$ cat config.mk
export PLATFORM = sky130hd
export DESIGN_NAME = bc_wmul
export DESIGN_NICKNAME = d
export VERILOG_FILES = /design/src/rtl/bc_pkg.sv /design/src/rtl/bc_wmul.sv
export SDC_FILE = /design/constraint.sdc
export NUM_CORES = 2
export LEC_CHECK = 0
export BUFFER_PORTS_ARGS = -buffer_cell sky130_fd_sc_hd__buf_2
export CORE_ASPECT_RATIO = 0.8
export CORE_UTILIZATION = 30
export DETAILED_ROUTE_END_ITERATION = 7
export PLACE_DENSITY_LB_ADDON = 0.08
export SETUP_SLACK_MARGIN = 0.1
export SLEW_MARGIN = 5
export SYNTH_ARGS = -nofsm -noshare
export SYNTH_HDL_FRONTEND = slang
export SYNTH_SLANG_ARGS = --single-unit
export TNS_END_PERCENT = 5
$ cat constraint.sdc
create_clock -name i_clk -period 11.1 [get_ports i_clk]
set_input_delay 1.11 -clock i_clk [delete_from_list [all_inputs] [get_ports i_clk]]
set_output_delay 1.11 -clock i_clk [all_outputs]
set_load 0.02 [all_outputs]
$ cat src/rtl/bc_pkg.sv
`timescale 1ns / 1ps

package bc_pkg;

    // Coordinate and weight formats.
    localparam int CRD_W  = 16;
    localparam int NCRD   = 3;
    localparam int PKD_W  = NCRD * CRD_W;
    localparam int FRAC_W = 24;
    localparam int WGT_W  = 32;
    localparam int EPS_W  = 31;

    // Exact intermediate widths.
    localparam int DIF_W  = CRD_W + 1;
    localparam int PRD_W  = 2 * DIF_W;
    localparam int DOT_W  = PRD_W + 2;
    localparam int HALF_W = DOT_W / 2;
    localparam int WPR_W  = 2 * DOT_W;
    localparam int NUM_W  = WPR_W + 1;
    localparam int OVF_SH = WGT_W - FRAC_W;
    localparam int XW     = WGT_W + 2;

    // Pipeline depths.
    localparam int FRONT_LAT = 3;
    localparam int MUL_LAT   = 2;
    localparam int DIV_LAT   = WGT_W + 2;
    localparam int DEG_STG   = FRONT_LAT + MUL_LAT;
    localparam int PIPE_LAT  = FRONT_LAT + MUL_LAT + 1 + DIV_LAT + 2;

    localparam logic CMD_SEG = 1'b0;
    localparam logic CMD_TRI = 1'b1;

    typedef logic signed [CRD_W-1:0] t_crd;
    typedef logic signed [DIF_W-1:0] t_dif;
    typedef logic signed [PRD_W-1:0] t_prd;
    typedef logic signed [DOT_W-1:0] t_dot;
    typedef logic signed [WPR_W-1:0] t_wpr;
    typedef logic signed [NUM_W-1:0] t_num;
    typedef logic signed [WGT_W-1:0] t_wgt;
    typedef logic signed [XW-1:0]    t_wx;

    typedef struct packed {
        t_dot d1;
        t_dot d2;
        t_dot d3;
        t_dot d4;
        t_dot d5;
    } t_dots;

    localparam t_wx ONE_X = XW'(1) << FRAC_W;
    localparam t_wx WMAX_X = {2'b00, 1'b0, {(WGT_W-1){1'b1}}};
    localparam t_wx WMIN_X = {2'b11, 1'b1, {(WGT_W-1){1'b0}}};

    function automatic t_crd crd(logic [PKD_W-1:0] v, int k);
        return t_crd'(v[k*CRD_W +: CRD_W]);
    endfunction

    function automatic t_dif dif(t_crd a, t_crd b);
        return DIF_W'(a) - DIF_W'(b);
    endfunction

    function automatic t_wgt sat_wgt(t_wx x);
        t_wgt r;
        if (x > WMAX_X) begin
            r = WMAX_X[WGT_W-1:0];
        end else if (x < WMIN_X) begin
            r = WMIN_X[WGT_W-1:0];
        end else begin
            r = x[WGT_W-1:0];
        end
        return r;
    endfunction

endpackage

$ cat src/rtl/bc_wmul.sv
`timescale 1ns / 1ps

module bc_wmul (
    input  logic          i_clk,
    input  logic          i_en,
    input  bc_pkg::t_dot  i_a,
    input  bc_pkg::t_dot  i_b,
    output bc_pkg::t_wpr  o_p
);

    logic signed [bc_pkg::HALF_W-1:0]   a_hi;
    logic signed [bc_pkg::HALF_W-1:0]   b_hi;
    logic        [bc_pkg::HALF_W-1:0]   a_lo;
    logic        [bc_pkg::HALF_W-1:0]   b_lo;
    logic signed [2*bc_pkg::HALF_W-1:0] r_hh;
    logic signed [2*bc_pkg::HALF_W:0]   r_hl;
    logic signed [2*bc_pkg::HALF_W:0]   r_lh;
    logic        [2*bc_pkg::HALF_W-1:0] r_ll;
    logic        [bc_pkg::WPR_W-1:0]    n_p;
    bc_pkg::t_wpr                       r_p;

    assign a_hi = i_a[bc_pkg::DOT_W-1:bc_pkg::HALF_W];
    assign b_hi = i_b[bc_pkg::DOT_W-1:bc_pkg::HALF_W];
    assign a_lo = i_a[bc_pkg::HALF_W-1:0];
    assign b_lo = i_b[bc_pkg::HALF_W-1:0];

    // Partial sums are formed modulo 2^WPR_W; the exact product fits there.
    always_comb begin
        n_p = (bc_pkg::WPR_W'(r_hh) << (2 * bc_pkg::HALF_W))
            + ((bc_pkg::WPR_W'(r_hl) + bc_pkg::WPR_W'(r_lh)) << bc_pkg::HALF_W)
            + bc_pkg::WPR_W'(r_ll);
    end

    always_ff @(posedge i_clk) begin
        if (i_en) begin
            r_hh <= a_hi * b_hi;
            r_hl <= a_hi * $signed({1'b0, b_lo});
            r_lh <= $signed({1'b0, a_lo}) * b_hi;
            r_ll <= a_lo * b_lo;
            r_p  <= n_p;
        end
    end

    assign o_p = r_p;

endmodule

==> results_dict.tcl <==
set metrics [dict create \
    status "completed" \
    syn_to_final_growth_pct 7.727 \
    hold_violations 0 \
    rrSetupSlack_ns 4.22 \
    cp-startpoint "i_b[5]" \
    numPortBuffers 145 \
    cts_buffer_depth 3 \
    max_freq_ghz 0.1267 \
    synth_flop_cell "edfxtp_1" \
    grtUsageTotal_pct 19.49 \
    drtAntennaViolNets 0 \
    drive_above_1_share_pct 4.948 \
    endpoint "r_ll[29]$_DFFE_PP_" \
    syn_inst 5950 \
    cts_buffers 31 \
    vias 39030 \
    fin_crit_sh_pct 71.12 \
    grt_antenna_before_repair 34 \
    yosysSeqAreaShare_pct 11.80 \
    core_area_um2 182900 \
    crit_family "adder cells" \
    cap_violations 0 \
    fin_crit_ns 7.894 \
    cp-end-kind "flop" \
    tritoncts "built" \
    via_per_inst 4.666 \
    die-area_um2 186700 \
    fin_skew_ns 0.03905 \
    clk_latency_ns 0.69 \
    setup_viol 0 \
    cp.depth 22 \
    synthDistinctLibCells 74 \
    post_cts_resized 0 \
    num-nets-final 7652 \
    multi_input_area_um2 42920 \
    yosysTopAreaCell "fa_1" \
    cp_num_buf_inv 5 \
    critPathMaxFanout 28 \
    wl_per_cell_um 21.32 \
    hpwl_um 140600 \
    crit_slowest_cell "o21ai_0" \
    worstPathRequired_ns 11.48 \
    finalMaxSlewViolations 0 \
    ys_warn_count 0 \
    reg2regPathDepth 21 \
    cp_data_arrival_time_ns 8.27 \
    synth_area_um2 55490 \
    synth_area_leaders "fa_1 40%, ha_1 13%, edfxtp_1 12%" \
    criticalPathCategory "in -> reg" \
    fill_cells 19150 \
    yosysMostFrequentCell "inv_1" \
    hold_class "reg -> reg" \
    synth_area_per_cell_um2 9.327 \
    wl_um 178400 \
    reg2reg_from "r_hl[1]$_DFFE_PP_" \
    die_x_um 482.9 \
    synth-seq-cells 218 \
    timing.rr.end "o_p[70]$_DFFE_PP_" \
    drc 0 \
    post_cts_buffers 0 \
    cts-root-buf "clkbuf_16" \
    tightest_slew_ns 1.322 \
    cp_common_cell "fa_1" \
    synth_nets 7682 \
    gp_congestion 0.8069 \
    grt_pass1_vias 42300 \
    ys_async_sr_fraction_pct 0 \
    critPathLaunchType "input port" \
    rsz0062_at_grt "no" \
    initial_utilization_pct 30.34 \
    ff_latch_area_um2 6546 \
    synth_commonest_cells "1322 x inv_1, 1099 x fa_1, 713 x nand2_1" \
    grt-ovfl-total 0 \
    drt_iter0_drc 1961 \
    ioPinCount 146 \
    synth_edf_count 218 \
    row_count 140 \
    netlist.area_leader.share_pct 39.65 \
    tns_ns 0 \
    first_pass_iters 6 \
    cpPeakStageDelay_ns 0.80 \
    die_y_um 386.7 \
    grt_max_degree 60 \
    slew_headroom_pct 11.83 \
    clock-sinks 218 \
    crit_chain "buf_2 > buf_4 > nand2_1 > fa_1 > fa_1 > fa_1 > inv_1 > fa_1 > fa_1 > inv_1 > fa_1 > inv_1 > ha_1 > nand2_1 > o21ai_0 > nor3_1 > o21ai_0 > a41o_1 > a21oi_1 > o211ai_1 > a21oi_1 > xnor2_1" \
    cts.clk_slew.worst_paths_ns 0.06 \
    cts.htree.levels 1 \
    hold_buffers 0 \
    grt_pass1_wl_um 270700 \
]
[layout by cell type (no fill, tap or decap), drive strengths merged, types with 9 or more instances in the layout]
master	netlist	routed
a21o	83	83
clkbuf	285	36
clkinv	0	12
and2	629	629
diode	0	10
nand2b	44	44
nand2	713	713
buf	0	222
a211oi	17	17
o21ai	110	110
o31ai	12	12
o211ai	21	21
fa	1099	1099
inv	1322	1325
nand4	19	19
a21boi	9	9
ha	559	559
edfxtp	218	218
nand3	32	32
o21a	32	32
nor2b	20	20
a21oi	186	186
nor3	32	32
nor2	144	144
and3	22	22
o21bai	31	31
xnor2	145	145
xor2	53	53
a31oi	11	11
[how the worst min path moves through the flow]
| stage | start | end | slack, ns | cells after the start |
|---|---|---|---|---|
| floorplan | r_ll[0]$_DFFE_PP_ | o_p[0]$_DFFE_PP_ | 0.40 | 0 |
| detailed placement | r_ll[9]$_DFFE_PP_ | o_p[9]$_DFFE_PP_ | 0.41 | 0 |
| global route | r_ll[15]$_DFFE_PP_ | o_p[15]$_DFFE_PP_ | 0.43 | 0 |
| global placement | r_ll[2]$_DFFE_PP_ | o_p[2]$_DFFE_PP_ | 0.40 | 0 |
| CTS | r_ll[5]$_DFFE_PP_ | o_p[5]$_DFFE_PP_ | 0.42 | 0 |
| finish | r_ll[5]$_DFFE_PP_ | o_p[5]$_DFFE_PP_ | 0.42 | 0 |
[state kept, by name (all words and copies together) (netlist names)]
signal,cells
o_p,72
r_hl,37
r_lh,37
r_hh,36
r_ll,36
[final cells by class]
type                       instances  area share (%)
clock inverter                    19          0.3307
tap                             2414           5.052
clock buffer                      36           1.329
timing repair buffer             222           2.198
multi-input combinational       4125           71.80
sequential                       218           10.95
antenna                           10         0.04186
inverter                        1322           8.301
[cell families (layout without fill, tap and decap cells)]
logic type | after synthesis | after routing | share of synthesized area [%]
other cells | 0 | 10 | 0
fa+ha+maj | 1658 | 1658 | 52.25
buf+inv | 1607 | 1599 | 10.87
mux | 2 | 2 | 0.03608
xor+xnor | 198 | 198 | 3.125
flops | 218 | 218 | 11.80
compound gates | 589 | 589 | 6.951
simple gates | 1678 | 1678 | 14.97
[stage by stage]
step                setup slack, ns  instance area, um^2  instances  hold slack (ns)  utilization (%)
floorplan                     3.711                55490       5950           0.4003                -
global placement              2.550                58760       8301           0.4043            32.13
detailed placement            2.478                58760       8301           0.4064            32.13
CTS                           3.251                59760       8356           0.4207            32.68
global route                  2.840                59760       8359           0.4332            32.68
finish                        3.206                59780       8366           0.4195            32.69
[routing by layer]
metal / global-route usage, % / up-vias / share of wire [%]
met5: 0 / - / 0.039
met4: 2.930 / 10 / 1.6
met3: 3.427 / 128 / 5.6
met2: 28.75 / 759 / 41
met1: 29.85 / 20120 / 51
li1: - / 18020 / -
[worst reg2reg max path: cells and delay by family, from the launching register on]
kind,cells,cell delay (ns)
xor+xnor,2,0.29
fa+ha+maj,2,0.85
simple gates,3,0.67
compound gates,14,4.36
flops,1,0.48
Power is not shown: default switching activity piles up to over one toggle a cycle in this logic, so the estimate is an artifact.
